### config.mk
export PLATFORM = sky130hd
export DESIGN_NAME = qrs_sqrt_stage
export DESIGN_NICKNAME = d
export VERILOG_FILES = /design/src/rtl/qrs_pkg.sv /design/src/rtl/qrs_sqrt_stage.sv
export SDC_FILE = /design/constraint.sdc
export NUM_CORES = 2
export LEC_CHECK = 0
export BUFFER_PORTS_ARGS = -buffer_cell sky130_fd_sc_hd__buf_2
export CAP_MARGIN = 20
export CORE_MARGIN = 1
export CORE_UTILIZATION = 30
export DETAILED_ROUTE_END_ITERATION = 8
export PLACE_DENSITY = 0.56
export SLEW_MARGIN = 20
export SYNTH_ARGS = -nofsm -noshare
export SYNTH_HDL_FRONTEND = slang
export SYNTH_SLANG_ARGS = --single-unit
### constraint.sdc
create_clock -name clk_i -period 11.6 [get_ports clk_i]
set_input_delay 1.16 -clock clk_i [delete_from_list [all_inputs] [get_ports clk_i]]
set_output_delay 1.16 -clock clk_i [all_outputs]
set_load 0.02 [all_outputs]
### src/rtl/qrs_pkg.sv
package qrs_pkg;

  localparam int unsigned CoefW = 16;
  localparam int unsigned DiscW = 34;
  localparam int unsigned SqrtW = 26;
  localparam int unsigned RootW = 32;
  localparam int unsigned NumW  = 20;
  localparam int unsigned DivW  = 2;
  localparam int unsigned DenW  = 18;
  localparam int unsigned QW    = NumW + 16;

  localparam logic [1:0] StatOk   = 2'd0;
  localparam logic [1:0] StatNeg  = 2'd1;
  localparam logic [1:0] StatZero = 2'd2;
  localparam logic [1:0] StatSat  = 2'd3;

  // bisection carry state
  typedef struct packed {
    logic [DiscW-1:0] disc;
    logic [DiscW-1:0] lo;
    logic [DiscW-1:0] hi;
    logic [DiscW-1:0] mid;
    logic             done;
    logic [CoefW-1:0] coef_b;
    logic [CoefW-1:0] coef_a;
    logic             func;
    logic [1:0]       status;
  } sqrt_t;

  // long division carry state
  typedef struct packed {
    logic [QW-1:0]   rem;
    logic [QW-1:0]   quo;
    logic [QW-1:0]   num;
    logic [DenW-1:0] den;
    logic            neg;
    logic [1:0]      status;
  } div_t;

endpackage

### src/rtl/qrs_sqrt_stage.sv
module qrs_sqrt_stage
  import qrs_pkg::*;
(
  input  logic  clk_i,
  input  logic  en_i,
  input  sqrt_t in_i,
  output sqrt_t out_o
);

  sqrt_t st_d, st_q;
  logic [DiscW:0]     sum;
  logic [DiscW-1:0]   m;
  logic [2*SqrtW-1:0] sq;

  // a nonnegative discriminant keeps every midpoint below 2^SqrtW
  always_comb begin
    st_d = in_i;
    sum  = {1'b0, in_i.lo} + {1'b0, in_i.hi};
    m    = sum[DiscW:1];
    sq   = m[SqrtW-1:0] * m[SqrtW-1:0];
    if (!in_i.done) begin
      st_d.mid = m;
      if (sq == {{(2*SqrtW-DiscW){1'b0}}, in_i.disc}) begin
        st_d.done = 1'b1;
      end else if (sq > {{(2*SqrtW-DiscW){1'b0}}, in_i.disc}) begin
        st_d.hi = m;
      end else begin
        st_d.lo = m;
      end
    end
  end

  always_ff @(posedge clk_i) begin
    if (en_i) begin
      st_q <= st_d;
    end
  end

  assign out_o = st_q;

endmodule

Yosys cells after proc, flatten, opt, wreduce, memory -nomap -nowiden:

Cells that the tools add are included.

* flip-flop bits (word level): 172
* input port bits: 174
* output and inout port bits: 172
* word-level logic and storage cells: 18

* $add $sub $neg: 1
* $mul: 1
* magnitude comparators: 1
* equality and inequality tests: 1
* mux-type cells: 5

Operators by type and width (count)
* 103-bit 2-to-1 mux: 1
* 34-bit 2-to-1 mux: 2
* 68-bit 2-to-1 mux: 1
* 52-bit by 34-bit equality test with 1-bit output: 1
* 52-bit by 34-bit greater-than comparator with 1-bit output: 1
* 26-bit by 26-bit multiplier with 52-bit output: 1
* 34-bit by 34-bit adder with 35-bit output: 1
* 1-bit 2-to-1 mux: 1

Depth between registers and ports, before layout:

* depth in word-level cells: 6
* mapped depth: 49
* gate-level depth less buffers: 47

Least setup slack after synthesis:

No wires, ideal clock.

* path kind: input to register
* from: input port in_i[70] in the netlist's numbering
* to: register st_q, in the netlist out_o[127], data pin
* library setup time: 0.260 ns
* arrival time: 11.326 ns
* data required time: 11.340 ns
* path slack: 0.014 ns
* cell stages on the path: 46
* path buffers: 3
* path through: and2_1 > fa_1 > a21o_1 > a221oi_1 > o21a_1 > nor2_1 > a31oi_1 > o21bai_1 > a21oi_1 > xnor2_1 > clkbuf_1 > nand2_1 > fa_1 > inv_1 > fa_1 > fa_1 > inv_1 > fa_1 > [10 not listed] > o211a_1 > a21oi_1 > nand4_1 > nand3_1 > a21oi_1 > xnor2_1 > ha_1 > a21oi_1 > nor2b_1 > o21ai_0 > nand2b_1 > a21o_1 > nor2_1 > nand3_1 > nand4b_1 > nor3_4 > buf_6 > mux2_2

RTL lines
* from (decl): RTL line qrs_sqrt_stage.sv:6 `input sqrt_t in_i,`
* to (signal assigned): RTL line qrs_sqrt_stage.sv:35 `st_q <= st_d;`
* to (decl): RTL line qrs_sqrt_stage.sv:10 `sqrt_t st_d, st_q;`

==> impl_metrics.csv <==
group,metric,value,unit
outcome,status,"finished, final reports clean",
finish,synthToLayoutAreaGrowth,24.2,%
sta,drv_slew,0,
setup_path,cp-start-kind,"primary input",
sta,post-route-min-period,11250,ps
finish,largest_register_ffs,172,
floorplanning,start_util,30.2,%
sta,fin_ws,348,ps
grt,grt_pass1_vias,22500,
hold_path,hold_path.class,"primary input to register",
place,place.gp.congestion,0.906,
setup_path,max_stage_delay,540,ps
logic_synthesis,synth-main-ff-cell,"edfxtp_1",
hold_path,hp-start,"in_i[4]",
setup_path,arrival,11490,ps
setup_path,path_buf_inv,13,
finish,nets,4481,
setup_path,critPathKind,"primary input to register",
clock_network,clock_sinks,172,
logic_synthesis,yosysSeqAreaShare,18.3,%
logic_synthesis,synth_async_sr_flop_share,0,%
grt,antenna_found_initial,3,
logic_synthesis,ys_ff_latch,172,
place,pre_cts_slack,-608,ps
routing,wirelength,89400,um
floorplanning,ioPinCount,346,
floorplanning,rows,112,
setup_path,worst_ep_required_time,11840,ps
clock_network,clockBufferDepth,2,
logic_synthesis,syn-num-nets,3826,
clock_network,clk_pin_slew_worst_paths,80,ps
sta,final_hold_viol_count,0,
floorplanning,dieWidth,308,um
routing,dr.first_iter.drc_count,1387,
finish,fillerInstances,9437,
finish,drive_gt1_share,25.1,%
sta,tightest_slew,1010,ps
routing,viasPerCell,4.59,
logic_synthesis,synthTopCellsByArea,"fa_1 37%, edfxtp_1 18%, ha_1 11%",
setup_path,cp-end-kind,"register",
clock_network,htree_levels,4,
setup_path,worstPathMaxFanout,6,
logic_synthesis,syn_inst,2884,
routing,ant_nets,0,
clock_network,numCtsBuffers,17,
place,dp_hpwl,76300,um
sta,slew_headroom,32.4,%
logic_synthesis,synth_cell_types,72,
logic_synthesis,netlist_area,28200,sq um
floorplanning,die_area,95100,sq um
sta,final.period_utilization,97.0,%
place,portBuffers,345,
finish,seqCellArea,5160,sq um
finish,multiInputGateArea,20000,sq um
setup_path,cp_common_cell,"fa_1",
grt,grt_max_degree,70,
setup_path,crit_start,"in_i[70]",
clock_network,cts_tree,"built",
routing,detail_route.drc_violations,0,
grt,grt_overflow_total,0,
logic_synthesis,synth_edf_count,172,
clock_network,cts_root_buf,"clkbuf_16",
grt,grt_usage,18.7,%
routing,vias,22100,
routing,drt-pass1-iter-count,5,
sta,max_freq,88.9,MHz
logic_synthesis,yosysTopAreaCell,"fa_1",
setup_path,path_delay_family,"adder cells",
logic_synthesis,avgSynthCellArea,9.77,sq um
grt,grt_pass1_wl,132000,um
floorplanning,coreArea,93200,sq um
job,maxCapViolCount,0,
routing,wl_per_cell,18.6,um
logic_synthesis,ys_warn_count,0,
sta,setup_viol,0,
setup_path,critPathSlowestCell,"fa_1",
logic_synthesis,yosys.area.top_type_share,36.6,%
floorplanning,fp.dieH,308,um
## synth_stat cells (all sizes together), types with 4 or more instances
cell type and instances:
inv 753, fa 515, nand2 264, ha 253, nor2 217, edfxtp 172
a21oi 95, clkbuf 77, o21ai 77, mux2 76, xnor2 53, a21o 52
nand4 26, xor2 26, nand3 22, nor3 20, buf 18, a211oi 14
o21bai 14, and2 10, nand2b 10, o31ai 10, and3 9, o211ai 9
a2111oi 8, o21a 7, or3 7, a31oi 6, nor2b 6, and4 5
clkinv 5, nand4b 4, or2 4
## path summary, 6_finish.rpt
| kind | cells after the start | endpoint | slack, ps |
|---|---|---|---|
| setup / recovery | 48 | out_o[104] | 350 |
| hold / removal | 1 | out_o[4] | 830 |
## metrics by stage
stage | instance area, sq um | TNS, ps | utilization [%] | std cells | hold WS [ps]
after global placement | 33900 | -29520 | 36.4 | 4757 | 1340
after floorplan | 28200 | 0 | - | 2884 | 1260
after CTS | 34600 | 0 | 37.1 | 4789 | 766
final | 35000 | 0 | 37.5 | 4807 | 827
after global routing | 35000 | -379 | 37.5 | 4806 | 796
after detailed placement | 33900 | -35940 | 36.4 | 4757 | 1340
## metal layers
metal	vias up	share of wire [%]	track usage, %
li1	10200	-	-
met1	11100	41	24.1
met2	610	50	31.6
met3	89	6.7	3.99
met4	2	2.0	4.64
met5	-	0.015	0
## final cells by class
| class | instances | area share (%) |
|---|---|---|
| clock inverter | 15 | 0.508 |
| timing repair buffer | 731 | 13.7 |
| inverter | 758 | 8.13 |
| antenna | 1 | 0.00715 |
| sequential | 172 | 14.8 |
| multi-input combinational | 1859 | 57.2 |
| clock buffer | 17 | 1.22 |
| tap | 1254 | 4.48 |
## timing repair
| action | 4_1_cts | 5_1_grt |
|---|---|---|
| endpoints found under the setup margin | 34 | 69 |
| gates cloned | 0 | 5 |
| buffers inserted | 0 | 13 |
| pin swaps | 0 | 31 |
| hold buffers | 0 | 0 |
| resized for setup | 2 | 51 |
## cells by family (layout without fill, tap and decap cells)
| kind of cell | count (synthesis) | after routing | synth area share (%) |
|---|---|---|---|
| buffers and inverters | 853 | 1521 | 11.6 |
| adder cells (fa/ha/maj) | 768 | 768 | 47.8 |
| XOR/XNOR | 79 | 79 | 2.46 |
| AO/OA/AOI/OAI | 319 | 319 | 7.31 |
| flip-flops | 172 | 172 | 18.3 |
| other | 0 | 1 | 0 |
| multiplexers | 79 | 79 | 3.14 |
| AND/OR/NAND/NOR | 614 | 614 | 9.36 |
## cells in the final DEF (no fill, tap or decap), types with 7 or more instances in the layout
master,instances
inv_1,748
fa_1,513
buf_4,373
buf_2,344
nand2_1,263
ha_1,251
nor2_1,215
edfxtp_1,172
a21oi_1,86
o21ai_0,67
mux2_2,64
a21o_1,52
xnor2_1,50
nand4_1,26
nand3_1,22
xor2_1,22
clkbuf_16,20
o21bai_1,14
nor3_1,14
mux2_1,12
and2_1,10
nand2b_1,10
a211oi_1,9
and3_1,9
o211ai_1,9
o21ai_1,9
a21oi_2,9
o31ai_1,9
or3_1,7
Power is not shown: default switching activity piles up to over one toggle a cycle in this logic, so the estimate is an artifact.
