===== src/rtl/qrs_pkg.sv =====
package qrs_pkg;

  localparam int unsigned CoefW = 16;
  localparam int unsigned DiscW = 34;
  localparam int unsigned SqrtW = 26;
  localparam int unsigned RootW = 32;
  localparam int unsigned NumW  = 20;
  localparam int unsigned DivW  = 2;
  localparam int unsigned DenW  = 18;
  localparam int unsigned QW    = NumW + 16;

  localparam logic [1:0] StatOk   = 2'd0;
  localparam logic [1:0] StatNeg  = 2'd1;
  localparam logic [1:0] StatZero = 2'd2;
  localparam logic [1:0] StatSat  = 2'd3;

  // bisection carry state
  typedef struct packed {
    logic [DiscW-1:0] disc;
    logic [DiscW-1:0] lo;
    logic [DiscW-1:0] hi;
    logic [DiscW-1:0] mid;
    logic             done;
    logic [CoefW-1:0] coef_b;
    logic [CoefW-1:0] coef_a;
    logic             func;
    logic [1:0]       status;
  } sqrt_t;

  // long division carry state
  typedef struct packed {
    logic [QW-1:0]   rem;
    logic [QW-1:0]   quo;
    logic [QW-1:0]   num;
    logic [DenW-1:0] den;
    logic            neg;
    logic [1:0]      status;
  } div_t;

endpackage


===== src/rtl/qrs_div_stage.sv =====
module qrs_div_stage
  import qrs_pkg::*;
(
  input  logic clk_i,
  input  logic en_i,
  input  div_t in_i,
  output div_t out_o
);

  div_t st_d, st_q;
  logic [QW-1:0] r;
  logic          bitv;
  integer        k;

  always_comb begin
    st_d = in_i;
    for (k = 0; k < DivW; k++) begin
      r    = {st_d.rem[QW-2:0], st_d.num[QW-1]};
      bitv = r >= {{(QW-DenW){1'b0}}, st_d.den};
      st_d.rem = bitv ? r - {{(QW-DenW){1'b0}}, st_d.den} : r;
      st_d.quo = {st_d.quo[QW-2:0], bitv};
      st_d.num = {st_d.num[QW-2:0], 1'b0};
    end
  end

  always_ff @(posedge clk_i) begin
    if (en_i) begin
      st_q <= st_d;
    end
  end

  assign out_o = st_q;

endmodule


===== config.mk =====
export PLATFORM = sky130hd
export DESIGN_NAME = qrs_div_stage
export DESIGN_NICKNAME = d
export VERILOG_FILES = /design/src/rtl/qrs_pkg.sv /design/src/rtl/qrs_div_stage.sv
export SDC_FILE = /design/constraint.sdc
export NUM_CORES = 1
export LEC_CHECK = 0
export ABC_CLOCK_PERIOD_IN_PS = 8890
export BUFFER_PORTS_ARGS = -buffer_cell sky130_fd_sc_hd__buf_2
export CAP_MARGIN = 10
export CORE_MARGIN = 2
export CORE_UTILIZATION = 51
export CTS_BUF_LIST = sky130_fd_sc_hd__clkbuf_8
export DETAILED_ROUTE_END_ITERATION = 6
export PLACE_DENSITY = 0.9
export SLEW_MARGIN = 5
export SYNTH_ARGS = -nofsm -noshare
export SYNTH_HDL_FRONTEND = slang
export SYNTH_SLANG_ARGS = --single-unit

===== constraint.sdc =====
create_clock -name clk_i -period 8.89 [get_ports clk_i]
set_input_delay 1.3335 -clock clk_i [delete_from_list [all_inputs] [get_ports clk_i]]
set_output_delay 1.3335 -clock clk_i [all_outputs]
set_load 0.1 [all_outputs]

# After elaboration in Yosys (flattened, before gate mapping)
# Cells that the tools add are included.
# op_classes
n_addsub,2
order_cmp,2
mux,2
# ops
operator,n
$ge A36 B18 Y1,2
$mux W36,1
$sub A36 B18 Y36,1
$mux W35,1
$sub A35 B18 Y35,1
# word_totals
ff_bits,127

# Depth between registers and ports, before layout
# Gate-level depths: netlist (run 1).
# logic_depth
word_depth,4
depth_mapped,27

# Least setup slack after synthesis (run 1)
# Ideal clock, no wire load.
# synth_timing
path_kind,input -> register
from,in in_i[56] (netlist name)
to,"reg st_q, in the netlist out_o[122], data pin"
t_arrival_ns,6.568
required_ns,8.624
slack_ns,2.056
path_stages,26
path_cell_list,inv_1 > ha_1 > inv_1 > fa_1 > a211oi_1 > o211ai_1 > a31oi_1 > o211a_1 > buf_4 > inv_2 > clkbuf_1 > clkbuf_1 > o21ai_0 > inv_1 > ha_1 > nor2b_1 > o21a_1 > o21ai_0 > a21oi_1 > a2111oi_0 > o21bai_1 > a21oi_1 > o21bai_1 > a2111oi_2 > and3_1 > xnor2_1
# synth_rtl
element,line,source
start: declaration,qrs_div_stage.sv:6,"input div_t in_i,"
end signal: assignment,qrs_div_stage.sv:28,st_q <= st_d;
end: declaration,qrs_div_stage.sv:10,"div_t st_d, st_q;"

==> results of run 1 <==
[layer usage]
metal  GRT usage  vias up
met1       0.310     2807
met5           0        -
met2       0.427      317
met4      0.0941        2
li1            -     2886
met3      0.0562       39
[layout by cell type (no fill, tap or decap), types with 17 or more instances in the layout]
master and n:
nand2_1 52, edfxtp_1 127, o21ai_0 24, xnor2_1 36
inv_1 28, clkbuf_8 17, buf_2 253, nor2_1 62
a21oi_1 49, ha_1 36, xor2_1 18
[worst max-delay path by stage]
stage | slack, ns | to | cells past startpoint | from
3_3_place_gp | 1.59 | out_o[122] | 25 | in_i[56]
2_1_floorplan | 2.06 | out_o[122] | 26 | in_i[56]
5_1_grt | 1.30 | out_o[128] | 25 | in_i[56]
4_1_cts | 1.89 | out_o[128] | 25 | in_i[56]
6_report | 1.80 | out_o[128] | 25 | in_i[56]
3_5_place_dp | 1.45 | out_o[128] | 25 | in_i[56]
[area by class of cell]
type / count / area (um2) / area share
flip-flops and latches: 127 / 3810 / 0.426
multi-input cells: 462 / 3120 / 0.349
repair buffers: 258 / 1300 / 0.146
clock buffers: 17 / 234 / 0.0261
well taps: 180 / 225 / 0.0252
clock inverters: 14 / 144 / 0.0161
inverters: 29 / 109 / 0.0122
[report_power, final]
part | internal (uW) | total (uW) | switching, uW
sequential | 750 | 767 | 17.5
clock | 247 | 475 | 228
combinational | 216 | 982 | 766
[cell families after synthesis]
| kind of cell | synth area share |
|---|---|
| fa+ha+maj | 0.0687 |
| flops | 0.535 |
| other cells | 0.000526 |
| mux | 0.0167 |
| xor+xnor | 0.0709 |
| buf+inv | 0.0286 |
| simple gates | 0.151 |
| compound gates | 0.129 |
[per-stage QoR]
step                      cells  total power [uW]
after floorplan             636              1570
after global placement     1056              1740
after detailed placement   1056              1750
after CTS                  1087              2230
after global routing       1087              2310
final                      1087              2220
==> results.ini, run 1 <==
[outcome]
run_status = completed

[layout]
area_delta_synth_final_pct = 25.4
fin_area_mm2 = 0.00895
final_nets = 1064
fin_util = 0.650
nFillCells = 1121
drive_gt1_frac = 0.342
diodes = 0
largest_reg_flops = 127

[setup_path]
startpoint_type = input pin
crit_required_ns = 9.06
cpMostUsedCell = inv_1
crit_type = in2reg
cp_num_buf_inv = 6
path_max_fanout = 10
crit_slowest_cell = a2111oi_2
worstPathArrival_ns = 7.26
crit_family = compound AO/OA/AOI/OAI gates
endpoint_kind = flip-flop
cpPeakStageDelay_ns = 0.65

[clocking]
cts_tree = yes
htreeDepth = 4
hold_buffers = 0
post_cts_buffers = 0
clk_path_buf_depth = 2
cts-buffers-inserted = 17
cts.reportedPaths.clkPinSlew_ns = 0.08
cts-root-buf = clkbuf_8
cts_resized = 0
cts_sinks = 127

[routing]
antenna_left = 0
firstDrtPassIters = 5
drc = 0
vias_per_cell = 5.57
wl_um = 19300
avgRoutedWirePerCell_um = 17.7
maxUsedRoutingLayer = met5
wl_met1_um = 7490
wl_met2_um = 9530
vias = 6051
drt_iter0_drc = 573
wl_met3_um = 1730

[grt]
grt_overflow = 0
grt_pass1_wl_um = 28400
track_usage = 0.250
grt_max_degree = 73
antenna_found_initial = 1
grt_pass1_vias = 5591

[power]
peakVddDrop_uv = 139
power.density_mw_per_mm2 = 249
leakage_uw = 0.00387

[yosys]
yosys.area.top_type = edfxtp_1
synth_edf_count = 127
ys.flop_type = edfxtp_1
synth.most_common_cell = edfxtp_1
syn_inst = 635
yosysWarnings = 0
syn-cell-area_mm2 = 0.00713
avgSynthCellArea_um2 = 11.2
yosys.cell_types.count = 69
netlist_top_cells_count = edfxtp_1, nor2_1, nand2_1
yosys.area.top_type_share = 0.535
synth-seq-cells = 127
synthTopCellsByArea = edfxtp_1, ha_1, xnor2_1, a21oi_1, nor2_1
synthArstFlopShare = 0
ys_seq_area_frac = 0.535

[sta]
finalHoldViolCount = 0
rsz0062_at_grt = false
relSlewSlack = 0.395
hold_ws_ns = 1.07
post-route-period-util = 0.798
tightestPinTransition_ns = 0.907
fin_ws_ns = 1.80
maxSlewViolCount = 0
post-route-min-period_ns = 7.09
maxClockFrequency_mhz = 141
tns_ns = 0
final-setup-viol-count = 0

[worst_hold_path]
hold_path_class = in2reg
min-delay-start = in_i[45]
hold-path-endpoint = out_o[47]
hold_depth = 1

[placement]
placed_cell_area_mm2 = 0.00857
dp_slack_ns = 1.45
routabilityCongestion = 0.924
hpwl_um = 15200
io_buffer_count = 254

[floorplan]
initial_utilization = 0.518
die_x_um = 122
dieArea_mm2 = 0.0150
core_region_area_mm2 = 0.0138
row_count = 43
die_h_um = 122
ios = 260

[run]
drv_cap = 0

Power figures use the tool's default switching activity.
==> run 2: changes to the inputs <==
--- a/config.mk
+++ b/config.mk
@@ -5,14 +5,15 @@
 export SDC_FILE = /design/constraint.sdc
 export NUM_CORES = 1
 export LEC_CHECK = 0
-export ABC_CLOCK_PERIOD_IN_PS = 8890
+export ABC_AREA = 1
+export ABC_CLOCK_PERIOD_IN_PS = 6100
 export BUFFER_PORTS_ARGS = -buffer_cell sky130_fd_sc_hd__buf_2
 export CAP_MARGIN = 10
 export CORE_MARGIN = 2
-export CORE_UTILIZATION = 51
+export CORE_UTILIZATION = 48
 export CTS_BUF_LIST = sky130_fd_sc_hd__clkbuf_8
 export DETAILED_ROUTE_END_ITERATION = 6
-export PLACE_DENSITY = 0.9
+export PLACE_DENSITY = 0.87
 export SLEW_MARGIN = 5
 export SYNTH_ARGS = -nofsm -noshare
 export SYNTH_HDL_FRONTEND = slang
==> constraint.sdc (replaced) <==
create_clock -name clk_i -period 6.1 [get_ports clk_i]
set_input_delay 0.915 -clock clk_i [delete_from_list [all_inputs] [get_ports clk_i]]
set_output_delay 0.915 -clock clk_i [all_outputs]
set_load 0.1 [all_outputs]
==> run 2 against run 1 <==
The flow now finishes with violations (DRC); critical endpoint is now out_o[94]; combinational power rose by 54%; clock power grew 65%; count of clock-buffer cells in the layout unchanged; routed wire length is 29% higher; sequential power rose by 45%; design area rose by 15%; global-route usage increased by 1.5 points.
==> results.ini, run 2 <==
[sta]
maxClockFrequency_mhz = 198
rsz0062_at_grt = false
post-route-period-util = 0.829
maxSlewViolCount = 0
tightestPinTransition_ns = 0.846
tns_ns = 0
post-route-min-period_ns = 5.05
final-setup-viol-count = 0
finalHoldViolCount = 0
relSlewSlack = 0.436

[routing]
drc = 3
firstDrtPassIters = 7
avgRoutedWirePerCell_um = 16.1
wl_um = 24800
vias_per_cell = 5.16
antenna_left = 0
drt_iter0_drc = 606
vias = 7936

[floorplan]
dieArea_mm2 = 0.0185
die_x_um = 136
ios = 260
row_count = 48
initial_utilization = 0.487
die_h_um = 136
core_region_area_mm2 = 0.0171

[yosys]
synth-seq-cells = 127
yosysWarnings = 0
avgSynthCellArea_um2 = 8.11
synth-simple-area-share = 0.305
yosys.area.top_type_share = 0.457
synthArstFlopShare = 0
synth_mux_area_frac = 0
synth_xor_area_frac = 0.0325
synthTopCellsByArea = edfxtp_1, nand2_1, inv_1, ha_1, nand3_1
synth.most_common_cell = nand2_1
synth_compound_area_frac = 0.0547
synth_top_family_by_area = simple AND/OR/NAND/NOR gates
yosys.cell_types.count = 40
synth_edf_count = 127
synth-adder-area-share = 0.0588
netlist_top_cells_count = nand2_1, inv_1, edfxtp_1
syn-cell-area_mm2 = 0.00834
ys.flop_type = edfxtp_1
ys_seq_area_frac = 0.457
syn_inst = 1029
yosys.area.top_type = edfxtp_1

[grt]
grt_pass1_wl_um = 37400
track_usage = 0.265
antenna_found_initial = 2
grt-busiest-layer = met2
use_met1 = 0.323
met3_usage = 0.0436
grt_max_degree = 70
grt_overflow = 0
grt_pass1_vias = 7431
grt_use_met2 = 0.468

[clocking]
post_cts_buffers = 0
cts_tree = yes
clk_path_buf_depth = 2
htreeDepth = 4
cts_sinks = 127
cts.reportedPaths.clkPinSlew_ns = 0.08
cts-root-buf = clkbuf_8
hold_buffers = 0
cts-buffers-inserted = 17
cts_resized = 0

[setup_path]
crit_type = in2reg
startpoint = in_i[56]
path_max_fanout = 33
cpPeakStageDelay_ns = 0.49
endpoint_kind = flip-flop
worstPathArrival_ns = 5.22
crit_end = out_o[94]
crit_required_ns = 6.27
crit_slowest_cell = fa_1
startpoint_type = input pin

[layout]
instances_no_fill = 1537
largest_reg_flops = 127
final_common_cell = nand2_1
area_delta_synth_final_pct = 23.5
final_nets = 1467
drive_gt1_frac = 0.279
fin_util = 0.602
final_cell_mix = nand2_1, buf_2, inv_1

[power]
power.density_mw_per_mm2 = 331
peakVddDrop_uv = 240
leakage_uw = 0.00508

[outcome]
violations = DRC
run_status = finished, violations left

[placement]
io_buffer_count = 254
hpwl_um = 20400
placed_cells = 1504
routabilityCongestion = 0.983

[run]
drv_cap = 0

[worst_hold_path]
hold_path_class = in2reg
hold_depth = 1

==> run 2: changes by cell type after synthesis, sizes merged, moves of 10 or more <==
cell,previous run,this run
a21o,13,2
a21oi,49,37
nand2,53,337
inv,29,170
nand3,13,78
nor2,63,97
xnor2,37,16
and3,11,1
nand4,11,30
==> run 2: area by class of cell <==
class	instances	area, um2
antenna	2	5.00
clock buffer	17	234
clock inverter	14	203
fill	1503	6810
inverter	170	643
multi-input combinational	721	3770
sequential	127	3810
tap	225	282
timing repair buffer	261	1350
==> run 2: power breakdown <==
| part | total [uW] | internal, uW | switching [uW] |
|---|---|---|---|
| sequential | 1110 | 1090 | 24.7 |
| clock | 786 | 451 | 335 |
| combinational | 1510 | 304 | 1200 |
==> run 2: how the worst min path moves through the flow <==
stage,startpoint,endpoint,slack [ns]
after floorplan,in_i[0],out_o[0],1.01
after global placement,in_i[66],out_o[68],1.09
after global routing,in_i[75],out_o[77],0.64
after detailed placement,in_i[52],out_o[54],1.09
after CTS,in_i[80],out_o[82],0.64
final,in_i[80],out_o[82],0.66
==> run 2: kinds of logic (layout without fill, tap and decap cells) <==
logic type      count (synthesis)  in the layout
flops                         127            127
buf+inv                       182            462
compound gates                 83             83
xor+xnor                       31             31
other cells                     1              4
simple gates                  567            567
fa+ha+maj                      38             38
==> run 2: through the flow <==
stage	setup WS, ns	power, uW	hold WS [ns]	area (um2)
3_3_place_gp	0.752	2600	1.09	9860
5_1_grt	0.683	3550	0.637	10300
4_1_cts	1.07	3410	0.641	10300
2_1_floorplan	1.21	2330	1.01	8350
3_5_place_dp	0.630	2620	1.09	9860
6_report	1.05	3410	0.663	10300
==> run 2: critical path: cells and delay by family <==
| kind | cells | cell delay (ns) |
|---|---|---|
| AND/OR/NAND/NOR | 11 | 1.33 |
| buffers and inverters | 6 | 0.72 |
| adder cells (fa/ha/maj) | 3 | 1.15 |
| AO/OA/AOI/OAI | 5 | 1.09 |
==> run 2: routing by layer <==
metal	wire length, um	vias to the layer above
met1	9720	3619
met2	12200	373
li1	-	3895
met5	0	-
met4	687	0
met3	2170	49
